### config.mk
export PLATFORM = sky130hd
export DESIGN_NAME = masked_byte_pattern_scanner_core
export DESIGN_NICKNAME = d
export VERILOG_FILES = /design/src/sv/mbps_pkg.sv /design/src/sv/mbps_cell.sv /design/src/sv/mbps_out_queue.sv /design/src/sv/masked_byte_pattern_scanner_core.sv
export SDC_FILE = /design/constraint.sdc
export NUM_CORES = 1
export LEC_CHECK = 0
export ABC_AREA = 1
export CAP_MARGIN = 20
export CORE_AREA = 8 8 279 281
export CTS_BUF_LIST = sky130_fd_sc_hd__clkbuf_16
export DETAILED_ROUTE_END_ITERATION = 12
export DIE_AREA = 0 0 287 289
export DONT_BUFFER_PORTS = 1
export SLEW_MARGIN = 30
export SYNTH_ARGS = -nofsm -noshare
export SYNTH_HDL_FRONTEND = slang
export SYNTH_SLANG_ARGS = --single-unit
### constraint.sdc
create_clock -name clk -period 16.3 [get_ports clk]
set_input_delay 1.63 -clock clk [delete_from_list [all_inputs] [get_ports clk]]
set_output_delay 1.63 -clock clk [all_outputs]
set_load 0.005 [all_outputs]
### src/sv/mbps_pkg.sv
// ------------------------------------------------------------------------
// mbps_pkg
// shared types and constants of the masked byte pattern scanner
// ------------------------------------------------------------------------
`default_nettype none

package mbps_pkg;

    // fixed field widths
    localparam int ADDR_W    = 48;
    localparam int CNT_W     = 16;
    localparam int LEN_W     = 5;
    localparam int PAT_BYTES = 16;
    localparam int CFG_W     = 64;
    localparam int CFG_IDX_W = 3;
    localparam int OUT_W     = ADDR_W + CNT_W;

    // default window depth
    localparam int PATTERN_MAX_DEF = 16;

    localparam logic [CNT_W-1:0]  COUNT_MAX = {CNT_W{1'b1}};
    localparam logic [ADDR_W-1:0] POS_MAX   = {ADDR_W{1'b1}};

    // configuration register indexes
    typedef enum logic [CFG_IDX_W-1:0] {
        CFG_PAT_LOW   = 3'd0,
        CFG_PAT_HIGH  = 3'd1,
        CFG_CARE_MASK = 3'd2,
        CFG_PAT_LEN   = 3'd3,
        CFG_BASE_ADDR = 3'd4,
        CFG_MAX_MATCH = 3'd5
    } cfg_idx_t;

    typedef logic [PAT_BYTES-1:0][7:0] pat_t;

    // compare setup seen by every cell
    typedef struct packed {
        pat_t                 pattern;
        logic [PAT_BYTES-1:0] care;
        logic [LEN_W-1:0]     len;
    } cmp_t;

    // one result item
    typedef struct packed {
        logic              hit;
        logic [ADDR_W-1:0] addr;
        logic              done;
        logic [CNT_W-1:0]  total;
    } res_t;

endpackage

`default_nettype wire

### src/sv/mbps_cell.sv
// ------------------------------------------------------------------------
// mbps_cell
// one window byte: shifts toward the older end and compares its next byte
// ------------------------------------------------------------------------
`default_nettype none

module mbps_cell #(
    parameter int IDX = 0
) (
    input  wire logic         clk,
    input  wire logic         rst_n,
    input  wire logic         shift_en,
    input  wire logic [7:0]   din,
    input  wire mbps_pkg::cmp_t cmp,
    output logic [7:0]        dout,
    output logic              mismatch
);
    import mbps_pkg::*;

    logic [7:0] byte_reg;
    logic [7:0] byte_next;
    logic       active;
    logic [3:0] pat_idx;

    // shift in the neighbor's byte on every transfer
    always_comb
    begin
        byte_next = shift_en ? din : byte_reg;
    end

    always_ff @(posedge clk or negedge rst_n)
    begin
        if (!rst_n)
        begin
            byte_reg <= 8'h00;
        end
        else
        begin
            byte_reg <= byte_next;
        end
    end

    // this cell's byte lines up with pattern byte len-1-IDX
    always_comb
    begin
        active   = (int'(cmp.len) > IDX);
        pat_idx  = 4'(cmp.len - LEN_W'(IDX + 1));
        mismatch = active && cmp.care[pat_idx] && (din != cmp.pattern[pat_idx]);
    end

    assign dout = byte_reg;

endmodule

`default_nettype wire

### src/sv/mbps_out_queue.sv
// ------------------------------------------------------------------------
// mbps_out_queue
// two-entry result queue between the scan cells and the output stream
// ------------------------------------------------------------------------
`default_nettype none

module mbps_out_queue (
    input  wire logic           clk,
    input  wire logic           rst_n,
    input  wire logic           push,
    input  wire mbps_pkg::res_t push_data,
    output logic                full,
    output logic                out_valid,
    input  wire logic           out_ready,
    output mbps_pkg::res_t      out_data
);
    import mbps_pkg::*;

    res_t       ent_reg [2];
    logic       wr_ptr_reg, wr_ptr_next;
    logic       rd_ptr_reg, rd_ptr_next;
    logic [1:0] count_reg, count_next;
    logic       pop;

    assign pop       = out_valid && out_ready;
    assign out_valid = (count_reg != 2'd0);
    assign full      = (count_reg == 2'd2);
    assign out_data  = ent_reg[rd_ptr_reg];

    // pointer and fill count update
    always_comb
    begin
        wr_ptr_next = push ? ~wr_ptr_reg : wr_ptr_reg;
        rd_ptr_next = pop ? ~rd_ptr_reg : rd_ptr_reg;
        count_next  = count_reg + 2'(push) - 2'(pop);
    end

    always_ff @(posedge clk or negedge rst_n)
    begin
        if (!rst_n)
        begin
            wr_ptr_reg <= 1'b0;
            rd_ptr_reg <= 1'b0;
            count_reg  <= 2'd0;
        end
        else
        begin
            wr_ptr_reg <= wr_ptr_next;
            rd_ptr_reg <= rd_ptr_next;
            count_reg  <= count_next;
        end
    end

    // entry storage
    always_ff @(posedge clk)
    begin
        if (push)
        begin
            ent_reg[wr_ptr_reg] <= push_data;
        end
    end

endmodule

`default_nettype wire

### src/sv/masked_byte_pattern_scanner_core.sv
// ------------------------------------------------------------------------
// masked_byte_pattern_scanner_core
// wildcard byte signature scan over a streamed memory region
// ------------------------------------------------------------------------
// The block takes one byte per clock cycle, with no gaps of its own, while
// the output queue has room: the byte shifts into a row of PATTERN_MAX
// window cells and every cell below the pattern length compares its
// incoming byte against its pattern byte in the same cycle, so the match
// decision, the match count and the start address are ready at the edge
// that accepts the byte. A result (a match, the region's last byte, or
// both) is pushed into a two-entry output queue at that edge, so input only
// stalls when two results wait untaken. After reset it is ready at once.
`default_nettype none

module masked_byte_pattern_scanner_core #(
    parameter int PATTERN_MAX = mbps_pkg::PATTERN_MAX_DEF
) (
    input  wire logic                          clk,
    input  wire logic                          rst_n,
    // configuration write port
    input  wire logic                          cfg_we,
    input  wire logic [mbps_pkg::CFG_IDX_W-1:0] cfg_index,
    input  wire logic [mbps_pkg::CFG_W-1:0]     cfg_data,
    // input stream
    input  wire logic                          s_tvalid,
    output logic                               s_tready,
    input  wire logic [7:0]                    s_tdata,   // [7:0] data_byte
    input  wire logic                          s_tlast,   // last_byte
    // output stream
    output logic                               m_tvalid,
    input  wire logic                          m_tready,
    output logic [mbps_pkg::OUT_W-1:0]          m_tdata,  // [47:0] match_address,
                                                          // [63:48] match_total
    output logic                               m_tlast,   // scan_done
    output logic [0:0]                         m_tuser    // [0] match_valid
);
    import mbps_pkg::*;

    localparam int LEN_CAP = (PATTERN_MAX < PAT_BYTES) ? PATTERN_MAX : PAT_BYTES;

    // configuration registers
    logic [63:0]          pat_low_reg;
    logic [63:0]          pat_high_reg;
    logic [PAT_BYTES-1:0] care_reg;
    logic [LEN_W-1:0]     len_reg;
    logic [ADDR_W-1:0]    base_reg;
    logic [CNT_W-1:0]     max_reg;

    // scan state
    logic [ADDR_W-1:0] pos_reg, pos_next;
    logic [CNT_W-1:0]  found_reg, found_next;
    logic              stopped_reg, stopped_next;

    logic                   accept;
    logic                   q_full;
    cmp_t                   cmp;
    logic [LEN_W-1:0]       len_eff;
    logic [LEN_W-1:0]       len_m1;
    logic [PATTERN_MAX-1:0] mismatch;
    logic [7:0]             win [PATTERN_MAX];
    logic                   stop_eff;
    logic                   hit;
    logic [CNT_W-1:0]       found_new;
    logic                   stop_new;
    logic [ADDR_W-1:0]      start_off;
    res_t                   res;
    res_t                   out_res;

    // configuration writes
    always_ff @(posedge clk or negedge rst_n)
    begin
        if (!rst_n)
        begin
            pat_low_reg  <= '0;
            pat_high_reg <= '0;
            care_reg     <= '0;
            len_reg      <= LEN_W'(1);
            base_reg     <= '0;
            max_reg      <= '0;
        end
        else if (cfg_we)
        begin
            case (cfg_idx_t'(cfg_index))
                CFG_PAT_LOW:   pat_low_reg  <= cfg_data;
                CFG_PAT_HIGH:  pat_high_reg <= cfg_data;
                CFG_CARE_MASK: care_reg     <= cfg_data[PAT_BYTES-1:0];
                CFG_PAT_LEN:   len_reg      <= cfg_data[LEN_W-1:0];
                CFG_BASE_ADDR: base_reg     <= cfg_data[ADDR_W-1:0];
                CFG_MAX_MATCH: max_reg      <= cfg_data[CNT_W-1:0];
                default:       ;
            endcase
        end
    end

    // effective pattern length, clamped to one and to the cap
    always_comb
    begin
        if (len_reg == '0)
            len_eff = LEN_W'(1);
        else if (int'(len_reg) > LEN_CAP)
            len_eff = LEN_W'(LEN_CAP);
        else
            len_eff = len_reg;
        len_m1 = len_eff - LEN_W'(1);
    end

    assign cmp.pattern = {pat_high_reg, pat_low_reg};
    assign cmp.care    = care_reg;
    assign cmp.len     = len_eff;

    assign accept   = s_tvalid && s_tready;
    assign s_tready = !q_full;

    // window cells, cell 0 holds the newest byte
    for (genvar j = 0; j < PATTERN_MAX; j++)
    begin : g_cell
        mbps_cell #(
            .IDX (j)
        ) u_cell (
            .clk      (clk),
            .rst_n    (rst_n),
            .shift_en (accept),
            .din      ((j == 0) ? s_tdata : win[(j == 0) ? 0 : j - 1]),
            .cmp      (cmp),
            .dout     (win[j]),
            .mismatch (mismatch[j])
        );
    end

    // match decision, count and start address
    always_comb
    begin
        stop_eff  = stopped_reg || ((max_reg != '0) && (found_reg >= max_reg));
        hit       = !stop_eff && (pos_reg >= ADDR_W'(len_m1)) && !(|mismatch);
        found_new = found_reg + CNT_W'(hit && (found_reg != COUNT_MAX));
        stop_new  = stop_eff || (hit && (max_reg != '0) && (found_new >= max_reg));
        start_off = pos_reg - ADDR_W'(len_m1);

        res.hit   = hit;
        res.addr  = hit ? (base_reg + start_off) : '0;
        res.done  = s_tlast;
        res.total = found_new;
    end

    // scan state update
    always_comb
    begin
        pos_next     = pos_reg;
        found_next   = found_reg;
        stopped_next = stopped_reg;
        if (accept)
        begin
            if (s_tlast)
            begin
                pos_next     = '0;
                found_next   = '0;
                stopped_next = 1'b0;
            end
            else
            begin
                pos_next     = (pos_reg != POS_MAX) ? pos_reg + ADDR_W'(1) : pos_reg;
                found_next   = found_new;
                stopped_next = stop_new;
            end
        end
    end

    always_ff @(posedge clk or negedge rst_n)
    begin
        if (!rst_n)
        begin
            pos_reg     <= '0;
            found_reg   <= '0;
            stopped_reg <= 1'b0;
        end
        else
        begin
            pos_reg     <= pos_next;
            found_reg   <= found_next;
            stopped_reg <= stopped_next;
        end
    end

    // result queue
    mbps_out_queue u_queue (
        .clk       (clk),
        .rst_n     (rst_n),
        .push      (accept && (hit || s_tlast)),
        .push_data (res),
        .full      (q_full),
        .out_valid (m_tvalid),
        .out_ready (m_tready),
        .out_data  (out_res)
    );

    assign m_tdata = {out_res.total, out_res.addr};
    assign m_tlast = out_res.done;
    assign m_tuser = out_res.hit;

endmodule

`default_nettype wire

==> reports/qor.yml, run 1 <==
min_path_cells: 2
synth_edf_count: 132
critPathArrivalTime_ps: 9060
r2r-end: "stopped_reg"
dieArea_um2: 82900
dieHeight_um: 289
grt_overflow_total: 0
gp_congestion: 1.09
regArea_um2: 14000
clk_pin_slew_worst_paths_ps: 70
drtPass1Iterations: 6
cts_buffer_depth: 3
cp.required_ps: 16880
largest_reg_flops: 132
floorplan.core_area_um2: 73600
fmax_mhz: 118
cts_resized: 0
cts_sinks: 534
finalSetupViolCount: 0
netlist_top_cells_area: "dfrtp_1 28%, nand2_1 18%, nand3_1 13%"
start_kind: "register"
crit_type: "reg -> reg"
grt_setup_unrepaired: "no"
hp-start: "u_queue.wr_ptr_reg"
drt_iter0_markers: 3857
synth_seq_cells: 534
yosysUniqueCellTypes: 53
yosysMostFrequentCell: "nand2_1"
syn_to_final_growth_pct: 7.16
finalNetCount: 5399
grt_usage: 0.349
syn_area_per_cell_um2: 6.83
final_cells: 6201
critPathCaptureType: "register"
ir_drop_uv: 201
place_area_um2: 36800
vias_per_cell: 5.77
finalHoldViolCount: 0
worst-path-max-fanout: 77
outcome: "complete, no violations"
fin_crit_ps: 8480
r2r_slack_ps: 7820
final.period_utilization: 0.520
synth_cells: 5314
grt_start_max_net_pins: 403
rr_startpoint: "len_reg[4]"
cts_hold_buffers: 0
synth_top_flop_cell: "dfrtp_1"
crit_top_cell: "nand2_1"
rows: 100
routedWlPerCell_um: 23.8
post_cts.repair.setup_buffers: 0
crit_slowest_cell: "buf_4"
yosysWarnings: 0
clk_latency_ps: 690
skew_ps: 53.2
async_reset_ff_frac: 0.753
final_cell_area_um2: 38900
worstMarginPinSlew_ps: 1140
multiInputGateArea_um2: 18800
grt_antenna_before_repair: 3
final_layout_size_suffix_gt1_frac: 0.0331
min_to: "u_queue.wr_ptr_reg"
numCtsBuffers: 61
dp_hpwl_um: 109000
cts_tree: "built"
drt_wl_total_um: 148000
cts-root-buf: "clkbuf_16"
synth_top_area_share: 0.277
cp_slowest_stage_delay_ps: 710
io_pins: 149
grt_pass1_wl_um: 216000
cts-htree-levels: 2
synth_nets: 5535
reg2regPathDepth: 42
num-fill-cells: 7494
synthTopCellsByCount: "1708 x nand2_1, 936 x nand3_1, 649 x inv_1, 469 x o21ai_0, 401 x dfrtp_1"
vias: 35800
antenna_left: 0
slew_violations: 0
initial_core_util: 0.493
synth_seq_area_share: 0.387
port_buffers: 0
yosysTopAreaCell: "dfrtp_1"
grt_pass1_vias: 33200
powerDensity_nw_per_um2: 182
die_x_um: 287
post-place-cells: 6084
post-route-drc-count: 0
hold_class: "reg -> reg"
drv_cap: 0
tns_ps: 0
synthesis.area_um2: 36300
relSlewSlack: 0.237
leakage_nw: 19.2
how the worst max path moves through the flow:
stage	from	endpoint	slack, ps	cells after the start
final	len_reg[4]	stopped_reg	7820	42
after global routing	len_reg[4]	stopped_reg	7120	42
after CTS	len_reg[4]	stopped_reg	7980	43
after detailed placement	len_reg[4]	stopped_reg	8020	43
after global placement	len_reg[4]	stopped_reg	7930	47
after floorplan	len_reg[4]	u_queue.ent_reg[1][0]	9600	27
metal layers:
metal | wire [µm] | global-route usage | vias up
met4 | 12900 | 0.247 | 0
met2 | 67100 | 0.564 | 1516
li1 | - | - | 17100
met1 | 56600 | 0.418 | 16700
met5 | 0 | 0 | -
met3 | 11200 | 0.0658 | 462
cell type report:
cell class	instances	area share
clock buffers	62	0.0399
multi-input cells	3889	0.485
clock inverters	53	0.0134
inverters	661	0.0639
flip-flops and latches	534	0.361
diodes	2	0.000129
repair buffers	31	0.00608
well taps	969	0.0312
worst max-delay path, delay by kind of cell, from the launching register on:
family / cells / cell delay, ps
compound gates: 5 / 950
fa+ha+maj: 2 / 510
simple gates: 25 / 3550
buf+inv: 10 / 2660
flops: 1 / 540
per-stage QoR:
step           utilization  setup WS, ps  power [mW]  hold slack [ps]
2_1_floorplan            -          9600        4.30              433
3_3_place_gp         0.500          7930        5.47              453
3_5_place_dp         0.500          8020        5.48              459
4_1_cts              0.528          7980        6.94              474
5_1_grt              0.528          7120        7.52              502
6_report             0.528          7820        7.07              470
power by group:
part           leakage, nW  internal [mW]  switching, mW
registers             6.46           1.68          0.278
clock network         1.05          0.836          0.611
logic                 11.7           1.01           2.65
cells by family (layout without fill, tap and decap cells):
family | count (synthesis) | count (layout) | synth area share
simple gates | 3025 | 3025 | 0.356
buf+inv | 891 | 807 | 0.0960
compound gates | 663 | 663 | 0.0964
flops | 534 | 534 | 0.387
fa+ha+maj | 140 | 140 | 0.0489
xor+xnor | 61 | 61 | 0.0158
other cells | 0 | 2 | 0
layout by cell type, fill, tap and decap left out, drive strengths merged, types with 16 or more instances in the layout:
| cell | synthesis | routed |
|---|---|---|
| a21oi | 119 | 119 |
| buf | 95 | 31 |
| clkbuf | 135 | 62 |
| clkinv | 2 | 22 |
| dfrtp | 401 | 401 |
| edfxtp | 132 | 132 |
| ha | 137 | 137 |
| inv | 659 | 680 |
| nand2 | 1713 | 1713 |
| nand3 | 939 | 939 |
| nand4 | 35 | 35 |
| nor2 | 232 | 232 |
| nor3 | 54 | 54 |
| nor4 | 32 | 32 |
| o21a | 16 | 16 |
| o21ai | 471 | 471 |
| xnor2 | 23 | 23 |
| xor2 | 38 | 38 |
Power figures use the tool's default switching activity.
==> inputs of run 2 (changes only) <==
- clock period: 16.3 -> 8.5 ns (I/O delays scaled with it)
==> run 2 against run 1 <==
  * Clock power up 74%
  * Utilization down 0.10 points
  * Register-to-register slack worse by 6600 ps
  * Clock skew down 21 ps
  * Critical path depth down 1
  * Sequential power up 90%
==> reports/qor.yml, run 2 (synthesis gave the netlist of run 1 again) <==
outcome: "complete, no violations"
post-route-drc-count: 0
drt_iter0_markers: 4055
numCtsBuffers: 59
drt_wl_total_um: 154000
reg2regPathDepth: 41
critical_path.endpoint: "stopped_reg"
ir_drop_uv: 363
finalNetCount: 5408
final_util: 0.527
vias: 36100
cp.required_ps: 9070
antenna_left: 0
rr_startpoint: "len_reg[4]"
final_cell_area_um2: 38800
combinationalPowerShare: 0.539
powerDensity_nw_per_um2: 349
grt_pass1_vias: 33700
fin_crit_ps: 7260
cts_resized: 0
crit_top_cell: "nand2_1"
critPathCaptureType: "register"
clk_latency_ps: 650
routedWlPerCell_um: 24.8
final_layout_size_suffix_gt1_frac: 0.0329
critPathLaunch: "len_reg[4]"
p_sw_mw: 6.96
die_x_um: 287
initial_core_util: 0.493
skew_ps: 31.8
r2r-end: "stopped_reg"
leakage_nw: 19.2
cts_tree: "built"
port_buffers: 0
cts_sinks: 534
crit_slowest_cell: "inv_1"
worst-path-max-fanout: 20
clk_pin_slew_worst_paths_ps: 60
gp_congestion: 1.09
vias_per_cell: 5.82
grt_start_max_net_pins: 403
relSlewSlack: 0.0415
worstMarginPinSlew_ps: 1440
dp_hpwl_um: 114000
finalHoldViolCount: 0
fmax_mhz: 138
final_cell_mix: "1703 x nand2_1, 935 x nand3_1, 657 x inv_1, 469 x o21ai_0, 400 x dfrtp_1"
grt_usage: 0.363
dieArea_um2: 82900
seq_power_share: 0.275
place_area_um2: 36900
syn_to_final_growth_pct: 6.96
final_cells: 6203
switching_share: 0.513
largest_reg_flops: 132
final_common_cell: "nand2_1"
io_pins: 149
floorplan.core_area_um2: 73600
finalSetupViolCount: 0
dieHeight_um: 289
drv_cap: 0
hold_class: "in -> async"
rows: 100
final.period_utilization: 0.855
r2r_slack_ps: 1240
grt_pass1_wl_um: 223000
grt_antenna_before_repair: 2
critPathArrivalTime_ps: 7830
slew_violations: 0
cts-root-buf: "clkbuf_16"
grt_setup_unrepaired: "no"
cts_buffer_depth: 3
drtPass1Iterations: 7
grt_overflow_total: 0
cts-htree-levels: 2
post-place-cells: 6093
p_int_mw: 6.60
antenna_cells: 0
post_cts.repair.setup_buffers: 0
cp_slowest_stage_delay_ps: 770
start_kind: "register"
p_clk_frac: 0.186
crit_type: "reg -> reg"
tns_ps: 0
[run 2: cell count changes in the layout (fill, tap and decap cells not counted), sizes merged]
| cell | change |
|---|---|
| buf | +11 |
| bufinv | -5 |
| inv | -4 |
| clkinvlp | -1 |
| diode | -2 |
| clkbuf | -2 |
| clkinv | +5 |
[run 2: critical path, delay by kind of cell, from the launching register on]
kind	cells	cell delay, ps
compound gates	5	1000
buf+inv	9	1720
simple gates	24	3030
fa+ha+maj	3	810
flops	1	630
[run 2: routing by layer]
| metal | wire [µm] | track usage | up-vias |
|---|---|---|---|
| li1 | - | - | 17100 |
| met1 | 57600 | 0.424 | 16900 |
| met2 | 70700 | 0.598 | 1644 |
| met3 | 11800 | 0.0671 | 479 |
| met4 | 13700 | 0.259 | 0 |
| met5 | 0 | 0 | - |
[run 2: final cells by class]
| class | count | area, µm² |
|---|---|---|
| repair buffers | 42 | 405 |
| fillers | 7402 | 34800 |
| inverters | 661 | 2490 |
| flip-flops and latches | 534 | 14000 |
| well taps | 969 | 1210 |
| clock inverters | 48 | 339 |
| multi-input cells | 3889 | 18800 |
| clock buffers | 60 | 1500 |
[run 2: worst min path at each step]
stage / to / cells after the start / slack [ps]
CTS: pat_low_reg[38] / 0 / -110
floorplan: pos_reg[26] / 1 / 430
global placement: pos_reg[26] / 1 / 450
finish: len_reg[0] / 0 / 60
detailed placement: u_queue.wr_ptr_reg / 2 / 460
global route: len_reg[0] / 0 / 40
[run 2: power by group through the flow]
stage | clock network [mW] | registers, mW | logic [mW]
after floorplan | 0 | 3.55 | 4.70
after global placement | 0 | 3.75 | 6.97
after detailed placement | 0 | 3.75 | 6.98
after CTS | 2.54 | 3.71 | 7.01
after global routing | 2.64 | 3.78 | 7.97
final | 2.52 | 3.73 | 7.30
[run 2: metrics by stage]
stage | setup slack, ps | hold slack [ps] | power [mW]
after floorplan | 1800 | 433 | 8.24
after global placement | 1400 | 450 | 10.7
after detailed placement | 1510 | 458 | 10.7
after CTS | 1470 | -111 | 13.3
after global routing | 573 | 35.1 | 14.4
final | 1240 | 60.9 | 13.6
